`src/b64_pkg.sv`:
```
// Shared types, constants and character mapping functions for the Base64 codec.
package b64_pkg;

  localparam logic MODE_ENCODE = 1'b0;
  localparam logic MODE_DECODE = 1'b1;

  localparam logic REG_MODE = 1'b0;

  localparam logic [7:0] CH_UPPER_A = 8'h41;
  localparam logic [7:0] CH_UPPER_Z = 8'h5a;
  localparam logic [7:0] CH_LOWER_A = 8'h61;
  localparam logic [7:0] CH_LOWER_Z = 8'h7a;
  localparam logic [7:0] CH_DIGIT_0 = 8'h30;
  localparam logic [7:0] CH_DIGIT_9 = 8'h39;
  localparam logic [7:0] CH_PLUS    = 8'h2b;
  localparam logic [7:0] CH_SLASH   = 8'h2f;
  localparam logic [7:0] CH_PAD     = 8'h3d;

  localparam logic [5:0] SX_LOWER_BASE = 6'd26;
  localparam logic [5:0] SX_DIGIT_BASE = 6'd52;
  localparam logic [5:0] SX_PLUS       = 6'd62;
  localparam logic [5:0] SX_SLASH      = 6'd63;

  // Group state carried between items
  typedef struct packed {
    logic [23:0] bits;
    logic [1:0]  count;
    logic        stopped;
  } b64_state_t;

  // Results of one input item, drained one byte per cycle while the receiver is ready
  typedef struct packed {
    logic [3:0][7:0] data;
    logic [1:0]      last_idx;
    logic            data_valid;
    logic            msg_end;
  } b64_rec_t;

  function automatic logic [7:0] enc_char(input logic [5:0] v);
    logic [7:0] ch;
    if (v < SX_LOWER_BASE) begin
      ch = CH_UPPER_A + {2'b00, v};
    end else if (v < SX_DIGIT_BASE) begin
      ch = CH_LOWER_A + {2'b00, v - SX_LOWER_BASE};
    end else if (v < SX_PLUS) begin
      ch = CH_DIGIT_0 + {2'b00, v - SX_DIGIT_BASE};
    end else if (v == SX_PLUS) begin
      ch = CH_PLUS;
    end else begin
      ch = CH_SLASH;
    end
    return ch;
  endfunction

  // Bit 6 set marks a character outside the alphabet
  function automatic logic [6:0] dec_sextet(input logic [7:0] c);
    logic [6:0] sx;
    if (c inside {[CH_UPPER_A:CH_UPPER_Z]}) begin
      sx = {1'b0, 6'(c - CH_UPPER_A)};
    end else if (c inside {[CH_LOWER_A:CH_LOWER_Z]}) begin
      sx = {1'b0, 6'(c - CH_LOWER_A) + SX_LOWER_BASE};
    end else if (c inside {[CH_DIGIT_0:CH_DIGIT_9]}) begin
      sx = {1'b0, 6'(c - CH_DIGIT_0) + SX_DIGIT_BASE};
    end else if (c == CH_PLUS) begin
      sx = {1'b0, SX_PLUS};
    end else if (c == CH_SLASH) begin
      sx = {1'b0, SX_SLASH};
    end else begin
      sx = 7'h40;
    end
    return sx;
  endfunction

endpackage

```
`src/b64_step.sv`:
```
// Per-item encode/decode logic: next group state and the result bytes of one item.
module b64_step (
  input  logic                mode,
  input  b64_pkg::b64_state_t st,
  input  logic [7:0]          in_byte,
  input  logic                is_last,
  output b64_pkg::b64_state_t st_next,
  output b64_pkg::b64_rec_t   rec,
  output logic                has_out
);
  import b64_pkg::*;

  logic [23:0] enc_sh;
  logic [23:0] enc_v;
  logic [23:0] dec_sh;
  logic [23:0] dec_v;
  logic [1:0]  cnt1;
  logic [6:0]  sx;
  logic [2:0]  n;

  always_comb begin
    st_next = st;
    rec     = '0;
    n       = 3'd0;
    cnt1    = st.count + 2'd1;
    enc_sh  = {st.bits[15:0], in_byte};
    enc_v   = '0;
    sx      = dec_sextet(in_byte);
    dec_sh  = {st.bits[17:0], sx[5:0]};
    dec_v   = '0;

    if (mode == MODE_ENCODE) begin
      if (cnt1 == 2'd3) begin
        rec.data[0] = enc_char(enc_sh[23:18]);
        rec.data[1] = enc_char(enc_sh[17:12]);
        rec.data[2] = enc_char(enc_sh[11:6]);
        rec.data[3] = enc_char(enc_sh[5:0]);
        n = 3'd4;
        st_next.bits  = '0;
        st_next.count = 2'd0;
      end else begin
        st_next.bits  = enc_sh;
        st_next.count = cnt1;
        if (is_last) begin
          // left-align the partial group, pad the rest
          enc_v = (cnt1 == 2'd1) ? {enc_sh[7:0], 16'h0000} : {enc_sh[15:0], 8'h00};
          rec.data[0] = enc_char(enc_v[23:18]);
          rec.data[1] = enc_char(enc_v[17:12]);
          rec.data[2] = (cnt1 == 2'd2) ? enc_char(enc_v[11:6]) : CH_PAD;
          rec.data[3] = CH_PAD;
          n = 3'd4;
        end
      end
    end else begin
      if (!st.stopped) begin
        if (sx[6]) begin
          st_next.stopped = 1'b1;
        end else if (cnt1 == 2'd0) begin
          rec.data[0] = dec_sh[23:16];
          rec.data[1] = dec_sh[15:8];
          rec.data[2] = dec_sh[7:0];
          n = 3'd3;
          st_next.bits  = '0;
          st_next.count = 2'd0;
        end else begin
          st_next.bits  = dec_sh;
          st_next.count = cnt1;
        end
      end
      if (is_last && st_next.count >= 2'd2) begin
        dec_v = (st_next.count == 2'd2) ? {st_next.bits[11:0], 12'h000}
                                        : {st_next.bits[17:0], 6'h00};
        rec.data[0] = dec_v[23:16];
        rec.data[1] = dec_v[15:8];
        n = {1'b0, st_next.count} - 3'd1;
      end
    end

    rec.data_valid = 1'b1;
    if (is_last) begin
      // an end item always yields something; bare marker when no data
      if (n == 3'd0) begin
        n = 3'd1;
        rec.data_valid = 1'b0;
      end
      rec.msg_end = 1'b1;
      st_next     = '0;
    end

    rec.last_idx = 2'(n - 3'd1);
    has_out      = (n != 3'd0);
  end

endmodule

```
`src/b64_out.sv`:
```
// Result register and serializer: holds one item's results, sends one per transaction.
module b64_out (
  input  logic              clk,
  input  logic              rst,
  input  logic              load,
  input  b64_pkg::b64_rec_t rec_in,
  output logic              free,
  output logic              m_tvalid,
  input  logic              m_tready,
  output logic [7:0]        m_tdata,
  output logic              m_tlast,
  output logic [1:0]        m_tuser
);
  import b64_pkg::*;

  b64_rec_t   rec;
  logic       rec_valid;
  logic [1:0] idx;
  logic       at_end;

  assign at_end   = (idx == rec.last_idx);
  assign free     = !rec_valid || (m_tready && at_end);
  assign m_tvalid = rec_valid;
  assign m_tdata  = rec.data[idx];
  assign m_tlast  = at_end;
  assign m_tuser  = {rec.msg_end, rec.data_valid};

  always_ff @(posedge clk) begin
    if (rst) begin
      rec_valid <= 1'b0;
      idx       <= 2'd0;
    end else if (load) begin
      rec_valid <= 1'b1;
      idx       <= 2'd0;
    end else if (rec_valid && m_tready) begin
      if (at_end) begin
        rec_valid <= 1'b0;
      end else begin
        idx <= idx + 2'd1;
      end
    end
  end

  always_ff @(posedge clk) begin
    if (load) begin
      rec <= rec_in;
    end
  end

endmodule

```
`src/base64_stream_codec.sv`:
```
// Top level of the streaming Base64 codec: input register, group state, mode register.
// Base64 (standard alphabet) codec. codec_mode 0 encodes one byte per input
// transaction into characters, 1 decodes one character per transaction into
// bytes; s_tlast ends a message and flushes the partial group, and every
// result of that item carries m_tuser[1]. An accepted item waits in the input
// register, passes through the combinational encode/decode logic and is loaded
// into the result register, which drives the output directly. The result
// register drains one byte per cycle while m_tready is high; an item yields
// 0 to 4 results. An item that yields none updates the group state at once,
// even while earlier results drain; an item that yields some waits until the
// result register is empty or sends its last transaction. With m_tready high,
// items that yield none or one run at one per cycle, a decoded stream at one
// character per cycle, and an encoded stream is bound by its output of four
// characters per three bytes. Writing codec_mode drops any partial group.
module base64_stream_codec (
  input  logic        clk,
  input  logic        rst,
  input  logic        s_tvalid,
  output logic        s_tready,
  input  logic [7:0]  s_tdata,   // [7:0] in_byte
  input  logic        s_tlast,   // is_last
  output logic        m_tvalid,
  input  logic        m_tready,
  output logic [7:0]  m_tdata,   // [7:0] out_byte
  output logic        m_tlast,   // run_last
  output logic [1:0]  m_tuser,   // [0] out_valid, [1] message_end
  input  logic        psel,
  input  logic        penable,
  input  logic        pwrite,
  input  logic        paddr,
  input  logic [31:0] pwdata,
  output logic [31:0] prdata,
  output logic        pready
);
  import b64_pkg::*;

  logic       codec_mode;
  logic       in_valid;
  logic [7:0] in_byte;
  logic       in_last;
  b64_state_t st;
  b64_state_t st_next;
  b64_rec_t   rec;
  logic       has_out;
  logic       out_free;
  logic       advance;
  logic       cfg_write;

  assign pready    = 1'b1;
  assign cfg_write = psel && penable && pwrite && pready && (paddr == REG_MODE);
  assign prdata    = (paddr == REG_MODE) ? {31'd0, codec_mode} : 32'd0;

  // an item with no results never touches the result register
  assign advance  = in_valid && (out_free || !has_out);
  assign s_tready = !in_valid || advance;

  always_ff @(posedge clk) begin
    if (rst) begin
      codec_mode <= MODE_ENCODE;
    end else if (cfg_write) begin
      codec_mode <= pwdata[0];
    end
  end

  always_ff @(posedge clk) begin
    if (rst) begin
      in_valid <= 1'b0;
    end else if (s_tvalid && s_tready) begin
      in_valid <= 1'b1;
    end else if (advance) begin
      in_valid <= 1'b0;
    end
  end

  always_ff @(posedge clk) begin
    if (s_tvalid && s_tready) begin
      in_byte <= s_tdata;
      in_last <= s_tlast;
    end
  end

  // a mode write restarts the group
  always_ff @(posedge clk) begin
    if (rst || cfg_write) begin
      st <= '0;
    end else if (advance) begin
      st <= st_next;
    end
  end

  b64_step u_step (
    .mode    (codec_mode),
    .st      (st),
    .in_byte (in_byte),
    .is_last (in_last),
    .st_next (st_next),
    .rec     (rec),
    .has_out (has_out)
  );

  b64_out u_out (
    .clk      (clk),
    .rst      (rst),
    .load     (advance && has_out),
    .rec_in   (rec),
    .free     (out_free),
    .m_tvalid (m_tvalid),
    .m_tready (m_tready),
    .m_tdata  (m_tdata),
    .m_tlast  (m_tlast),
    .m_tuser  (m_tuser)
  );

endmodule

```
`config.mk`:
```
export PLATFORM = sky130hd
export DESIGN_NAME = base64_stream_codec
export DESIGN_NICKNAME = d
export VERILOG_FILES = /design/src/b64_pkg.sv /design/src/b64_step.sv /design/src/b64_out.sv /design/src/base64_stream_codec.sv
export SDC_FILE = /design/constraint.sdc
export NUM_CORES = 1
export LEC_CHECK = 0
export BUFFER_PORTS_ARGS = -buffer_cell sky130_fd_sc_hd__buf_2
export CAP_MARGIN = 5
export CORE_UTILIZATION = 25
export DETAILED_ROUTE_END_ITERATION = 10
export PLACE_DENSITY = 0.48
export SLEW_MARGIN = 10
export SYNTH_ARGS = -nofsm -noshare
export SYNTH_HDL_FRONTEND = slang
export SYNTH_SLANG_ARGS = --single-unit
```
`constraint.sdc`:
```
create_clock -name clk -period 18.2 [get_ports clk]
set_clock_uncertainty 0.1 [all_clocks]
set_input_delay 0.91 -clock clk [delete_from_list [all_inputs] [get_ports clk]]
set_output_delay 0.91 -clock clk [all_outputs]
set_load 0.03 [all_outputs]
```
Yosys cells after proc, flatten, opt, wreduce, memory -nomap -nowiden
Index checks and enable logic that the tools add are counted.

word-level totals
  register bits after elaboration = 71
  bits in latches = 0
  memory bits (writable) = 0
  bits in read-only memories = 0
  bits of input ports = 49
  output and inout bits = 46
  word-level logic and storage cells = 206
  memories = 0

cells by class
  add/subtract/negate cells = 44
  multiply operators = 0
  div/mod/pow operators = 0
  $lt $le $gt $ge = 29
  equal/unequal tests = 14
  shift operators = 0
  multiplexer cells = 71
  bitwise gates (word level) = 2
  reductions and logical operators = 30

operator list
  kind                                                                count
  2-to-1 mux 8 bit                                                    23
  2-to-1 mux 24 bit                                                   6
  adder 7 x 6 -> 8 bit (first input constant)                         14
  less-than comparator 6 bit (second input constant)                  14
  2-to-1 mux 20 bit                                                   4
  2-to-1 mux 21 bit                                                   3
  subtractor 6 bit (second input constant)                            9
  adder 6 x 6 -> 7 bit (first input constant)                         7
  2-to-1 mux 3 bit                                                    15
  == test 6 bit (second input constant)                               7
  less-than comparator 6 x 5 -> 1 bit (second input constant)         7
  subtractor 6 x 5 -> 6 bit (second input constant)                   7
  2-to-1 mux 7 bit                                                    5
  2-to-1 mux 32 bit                                                   1
  2-to-1 mux 30 bit                                                   1
  binary-select mux 8 bit (select 2 bit)                              1
  == test 8 x 6 -> 1 bit (second input constant)                      2
  greater-or-equal comparator 8 x 7 -> 1 bit (second input constant)  2
  less-or-equal comparator 8 x 7 -> 1 bit (second input constant)     2
  2-to-1 mux 16 bit                                                   1
  logical AND 1 bit                                                   12
  2-to-1 mux 1 bit                                                    10
  greater-or-equal comparator 8 x 6 -> 1 bit (second input constant)  1
  less-or-equal comparator 8 x 6 -> 1 bit (second input constant)     1
  other kinds (21)                                                    35

Depth between registers and ports, before layout
  word-level depth = 24
  gate-level depth with buffers = 26
  depth with buffers taken out = 20

Modules after synthesis
From an unflattened synthesis, not the netlist that was laid out.

second synthesis, totals
  cells, all modules = 1130
  area, all modules = 8999.9 sq um

by module, submodules not included
  module               instances  cells an instance  area each (sq um)  seq. area each (sq um)
  b64_step             1          880                5758.0             0.0
  base64_stream_codec  1          180                1736.7             850.8
  b64_out              1          70                 1505.2             1141.1

Worst setup path after synthesis
Ideal clock, no wire load.

  path type = flip-flop to flip-flop
  start = reg in_byte[2]
  end = reg u_out.rec (netlist bit u_out.m_tuser[0]) (enable)
  setup time = 431 ps
  data arrival time = 6436 ps
  slack = 11233 ps
  cell stages (with the launch flop) = 24
  clock period less this slack = 6967 ps
  path through = edfxtp_1 -> clkbuf_1 -> clkbuf_1 -> inv_1 -> ha_1 -> a32o_1 -> a211oi_1 -> o221a_2 -> buf_2 -> nor3_1 -> a21oi_1 -> ha_1 -> o21ai_0 -> and3_1 -> clkbuf_1 -> and2_1 -> clkbuf_1 -> a21oi_1 -> and2_1 -> ha_1 -> o21ai_0 -> a21o_1 -> a41o_1 -> nor2_1

between the ends
  longest elaborated chain between the ends = 21
  elaborated cells on any way between the ends = 34
  classes of those cells = add/sub: 1; order compare: 7; eq/ne: 2; mux: 14; reduce/logical: 10

ends and longest elaborated chain
  item                                                                                line                        RTL
  start, declared                                                                     base64_stream_codec.sv:39   logic [7:0] in_byte;
  start signal, assigned                                                              base64_stream_codec.sv:77   in_byte <= s_tdata;
  branches (longest 5 deep; another with greater-or-equal comparator 8 x 6 -> 1 bit)  n/a
  2-to-1 mux 7 bit (*)                                                                b64_pkg.sv:58               if (c inside {[CH_UPPER_A:CH_UPPER_Z]}) begin
  2-to-1 mux 20 bit                                                                   b64_step.sv:56              if (sx[6]) begin
  2-to-1 mux 21 bit                                                                   b64_step.sv:55              if (!st.stopped) begin
  2-to-1 mux 21 bit                                                                   b64_step.sv:32              if (mode == MODE_ENCODE) begin
  greater-or-equal comparator 2 bit                                                   b64_step.sv:70              if (is_last && st_next.count >= 2'd2) begin
  logical AND 1 bit                                                                   b64_step.sv:70
  2-to-1 mux 3 bit (*)                                                                b64_step.sv:70
  (+2 left out)                                                                       n/a
  2-to-1 mux 3 bit                                                                    b64_step.sv:82              if (n == 3'd0) begin
  2-to-1 mux 3 bit (*)                                                                b64_step.sv:80              if (is_last) begin
  nonzero test 3 bit (*)                                                              b64_step.sv:91              has_out = (n != 3'd0);
  logical NOT 1 bit                                                                   base64_stream_codec.sv:54   assign advance = in_valid && (out_free || !has_out);
  logical OR 1 bit                                                                    base64_stream_codec.sv:54
  logical AND 1 bit                                                                   base64_stream_codec.sv:54
  logical AND 1 bit (*)                                                               base64_stream_codec.sv:104  .load (advance && has_out),
  via u_out.load                                                                      b64_out.sv:5                input logic load,
  end signal, assigned                                                                b64_out.sv:46               rec <= rec_in;
  end, declared                                                                       b64_out.sv:16               b64_rec_t rec;

Mark *: on every way through the listed nets, which the timed path passes. The select of a mux whose other input is x is not followed.
A chain may end at the register's enable or synchronous reset.

Worst setup path in the final report
  start = reg in_byte[1]
  end = out s_tready

between the ends
  longest elaborated chain between the ends = 21
  elaborated cells on any way between the ends = 34
  classes of those cells = add/sub: 1; order compare: 7; eq/ne: 2; mux: 14; reduce/logical: 10

ends and longest elaborated chain
  item                                                                                line                       RTL
  branches (longest 5 deep; another with greater-or-equal comparator 8 x 6 -> 1 bit)  n/a
  2-to-1 mux 7 bit (*)                                                                b64_pkg.sv:58
  2-to-1 mux 20 bit                                                                   b64_step.sv:56
  2-to-1 mux 21 bit                                                                   b64_step.sv:55
  2-to-1 mux 21 bit                                                                   b64_step.sv:32
  greater-or-equal comparator 2 bit                                                   b64_step.sv:70
  logical AND 1 bit                                                                   b64_step.sv:70
  2-to-1 mux 3 bit (*)                                                                b64_step.sv:70
  2-to-1 mux 3 bit (*)                                                                b64_step.sv:32
  logical NOT 3 bit                                                                   b64_step.sv:82
  2-to-1 mux 3 bit                                                                    b64_step.sv:82
  2-to-1 mux 3 bit (*)                                                                b64_step.sv:80
  nonzero test 3 bit (*)                                                              b64_step.sv:91
  logical NOT 1 bit (*)                                                               base64_stream_codec.sv:54
  logical OR 1 bit (*)                                                                base64_stream_codec.sv:54
  logical AND 1 bit (*)                                                               base64_stream_codec.sv:54
  logical OR 1 bit (*)                                                                base64_stream_codec.sv:55  assign s_tready = !in_valid || advance;
  end, declared                                                                       base64_stream_codec.sv:19  output logic s_tready,

Mark *: on every way between the ends. The select of a mux whose other input is x is not followed.

==> results.txt <==
Failing checks: design-rule violations
CP Max Fanout: 16
Commonest non-fill, non-tap cells in the layout: nand2_1, ha_1, a21oi_1, o21ai_0, nor2_1
Critical-path top delay cell: edfxtp_1
ANT nets after route: 0
Fmax: 0.1295 GHz
Synthesized area: 7895 um^2
Element type at the critical path start: flip-flop
# Post-CTS Setup Buffers: 0
Wire length per cell: 18.83 um
Final HPWL DP: 17,950 um
Reg-to-Reg Start: in_byte[1]$_DFFE_PP_
I/O Pins: 95
R2R setup slack: 10,670 ps
Syn avg cell area: 8.435 um^2
Psw: 0.1781 mW
DR DRC count: 9
Fillers: 3,315
Number of register bits inferred by synthesis: 71
Arrival @ worst endpoint: 6710 ps
Commonest non-fill, non-tap cell in the layout: nand2_1
Die Wd: 179.7 um
Final non-filler cell total: 1,326
Die Y: 179.7 um
Die area: 32,300 um^2
Max-Slew Margin vs Limit: 17.51%
Clock slew at reported path FFs: 70 ps
Internal Power: 0.3193 mW
Clock power frac: 35.4%
Layout cells sized above 1: 9.677%
Top cell by count, worst path: ha_1
CTS tree: built
Core Area: 30,830 um^2
Slew Viols, Final: 0
Largest net degree at the start of global routing: 38
Yosys cell types: 77
Area of the multi-input gates: 5468 um^2
Final net count: 1,052
Vias: 7,019
Worst Tran Pin Value: 1231 ps
Number of vias per cell: 5.293
Hold-fix buffers at CTS: 0
Yosys top cell area share: 17.12%
Switching part of the total: 35.80%
Number of synthesized flops with an enable pin: 45
HP Class: flip-flop to flip-flop
Post-Synthesis Cells: 936
Synth area leaders: edfxtp_1, ha_1, dfxtp_1
CP cell instances: inv_1 -> ha_1 -> nand2b_1 -> a32o_1 -> a211oi_1 -> o221a_2 -> nor3_1 -> a21oi_1 -> ha_1 -> o21ai_0 -> mux2_2 -> nor2_1 -> a21oi_1 -> and2_1 -> ha_1 -> o21ai_0 -> a31oi_4 -> or3_1 -> buf_2
Hold Crit Endpoint: st[20]$_SDFFE_PP0P_
Seq/Total Area, Yosys: 23.71%
Power density over cell area: 58.12 nW/um^2
Comb power frac: 26.9%
Cts bufs inserted: 9
Final Total Pwr: 0.4974 mW
Rows: 64
Global route overflow: 0
WL final: 24,970 um
Root Driver: clkbuf_16
Run status: finished, violations left
Lkg Pwr: 3.183 nW
Async set-reset flop share out of synthesis: 0%
Worst Setup End Kind: primary output
Yosys warnings: 0
Final Setup Violations: 0
Worst hold stages: 1
Slowest stage delay, CP: 850 ps
Worst vdd ir: 0.03392 mV
Final TNS setup: 0 ps
IO Port Bufs: 31
Placed instance count: 1,310
Sequential share of power: 37.7%
Kind of critical path: flip-flop to primary output
CTS sink cnt: 71
Initial antenna violation count: 1
Main synth FF type: edfxtp_1
R2R depth: 19
Hold Vio Cnt, Final: 0
N_diodes: 0
Hold Startpoint: st[20]$_SDFFE_PP0P_
DRT Pass-1 Iters: 11
Clk_lat worst skew: 350 ps
Initial Util: 25.61%
Maxcap violations: 0
Reg-to-reg endpoint: u_out.rec[33]$_SDFFCE_PP0P_
Area growth from synthesis to layout: 8.399%
First-pass GRT wire length: 38,740 um
Gr usage total: 15.22%
Tmin final: 7722 ps
RSZ-0062 raised after global routing: no
Initial DRC count: 650
CTS resizes: 0
Period utilization: 42.43%
RD Place Congestion: 0.8523
Number of global-route vias before repair: 6,505
CTS H-tree depth: 3
Critical Path RT: 17,190 ps
Reg area: 1872 um^2
Clock buffer depth: 2
Leading area contributor after synthesis: edfxtp_1
## per-layer routing
metal | up-vias | GRT usage (%) | part of all wire (%)
li1 | 3368 | - | -
met1 | 3406 | 21.30 | 47
met2 | 207 | 23.84 | 45
met3 | 36 | 2.411 | 5.4
met4 | 2 | 4.690 | 2.0
met5 | - | 0 | 0.040
## cell type report
cell class / count / share of cell area, %
sequential: 71 / 21.87
clock inverter: 7 / 0.7602
inverter: 46 / 2.018
clock buffer: 9 / 2.632
tap: 396 / 5.789
multi-input combinational: 752 / 63.89
timing repair buffer: 45 / 3.041
## cells by family after synthesis
| group | synth area share [%] |
|---|---|
| AO/OA/AOI/OAI | 25.66 |
| buffers and inverters | 8.621 |
| adder cells (fa/ha/maj) | 12.36 |
| AND/OR/NAND/NOR | 15.82 |
| multiplexers | 5.309 |
| XOR/XNOR | 8.431 |
| other | 0.09512 |
| flip-flops | 23.71 |
## power groups by stage
stage	combinational [mW]	sequential [mW]	clock (mW)
2_1_floorplan	0.105	0.185	0
3_3_place_gp	0.132	0.191	0
3_5_place_dp	0.132	0.191	0
4_1_cts	0.133	0.188	0.180
5_1_grt	0.146	0.189	0.187
6_report	0.134	0.188	0.176
## critical path: cells and delay by family, from the launching register on
| family | cells | cell delay, ps |
|---|---|---|
| DFF | 1 | 850 |
| muxes | 1 | 420 |
| and+or+nand+nor | 5 | 1140 |
| buffers and inverters | 2 | 500 |
| adders and majority gates | 3 | 1160 |
| AOI/OAI and AO/OA | 8 | 2310 |
## cell usage after synthesis (all sizes together), types with 3 or more instances
cell / instances
mux2i: 19
nand3b: 5
a21o: 10
a211oi: 17
a32o: 20
mux2: 4
o22ai: 3
and2: 7
a222oi: 6
inv: 45
nor3: 18
a2111oi: 3
o21ai: 60
ha: 78
a21oi: 61
xnor2: 46
nand3: 15
dfxtp: 26
mux4: 8
a211o: 7
nor4: 3
o21a: 3
buf: 44
or3: 6
edfxtp: 45
a31o: 4
o221ai: 5
o211ai: 11
nor2b: 14
nand4: 11
a221o: 6
xor2: 30
o31ai: 3
clkbuf: 53
a221oi: 13
nand2: 85
nand2b: 14
a31oi: 9
nor2: 59
a22oi: 5
a22o: 17
nor3b: 5
## flip-flops by register name, summed over array words and instances (netlist names)
signal and cells:
codec_mode 1, in_byte 8, in_last 1, in_valid 1, st 21, u_out.idx 2
u_out.m_tuser 2, u_out.m_tvalid 1, u_out.rec 34
## metrics by stage
stage	hold slack (ps)	setup slack (ps)	util (%)	instance area [um^2]
after floorplan	383.7	11230	-	8008
after global placement	403.1	10810	26.82	8268
after detailed placement	408.2	10760	26.82	8268
after CTS	424.3	10500	27.76	8558
after global routing	462.1	10080	27.76	8558
final	425.0	10480	27.76	8558
## worst max-delay path by stage
stage | endpoint | startpoint | slack [ps]
after global routing | s_tready | in_byte[1]$_DFFE_PP_ | 10080
after detailed placement | u_out.rec[34]$_SDFFCE_PP0P_ | in_byte[1]$_DFFE_PP_ | 10760
after floorplan | u_out.m_tuser[0]$_SDFFCE_PN1P_ | in_byte[2]$_DFFE_PP_ | 11230
after global placement | u_out.rec[34]$_SDFFCE_PP0P_ | in_byte[1]$_DFFE_PP_ | 10810
after CTS | s_tready | in_byte[1]$_DFFE_PP_ | 10500
final | s_tready | in_byte[1]$_DFFE_PP_ | 10480
Power figures use the tool's default switching activity.
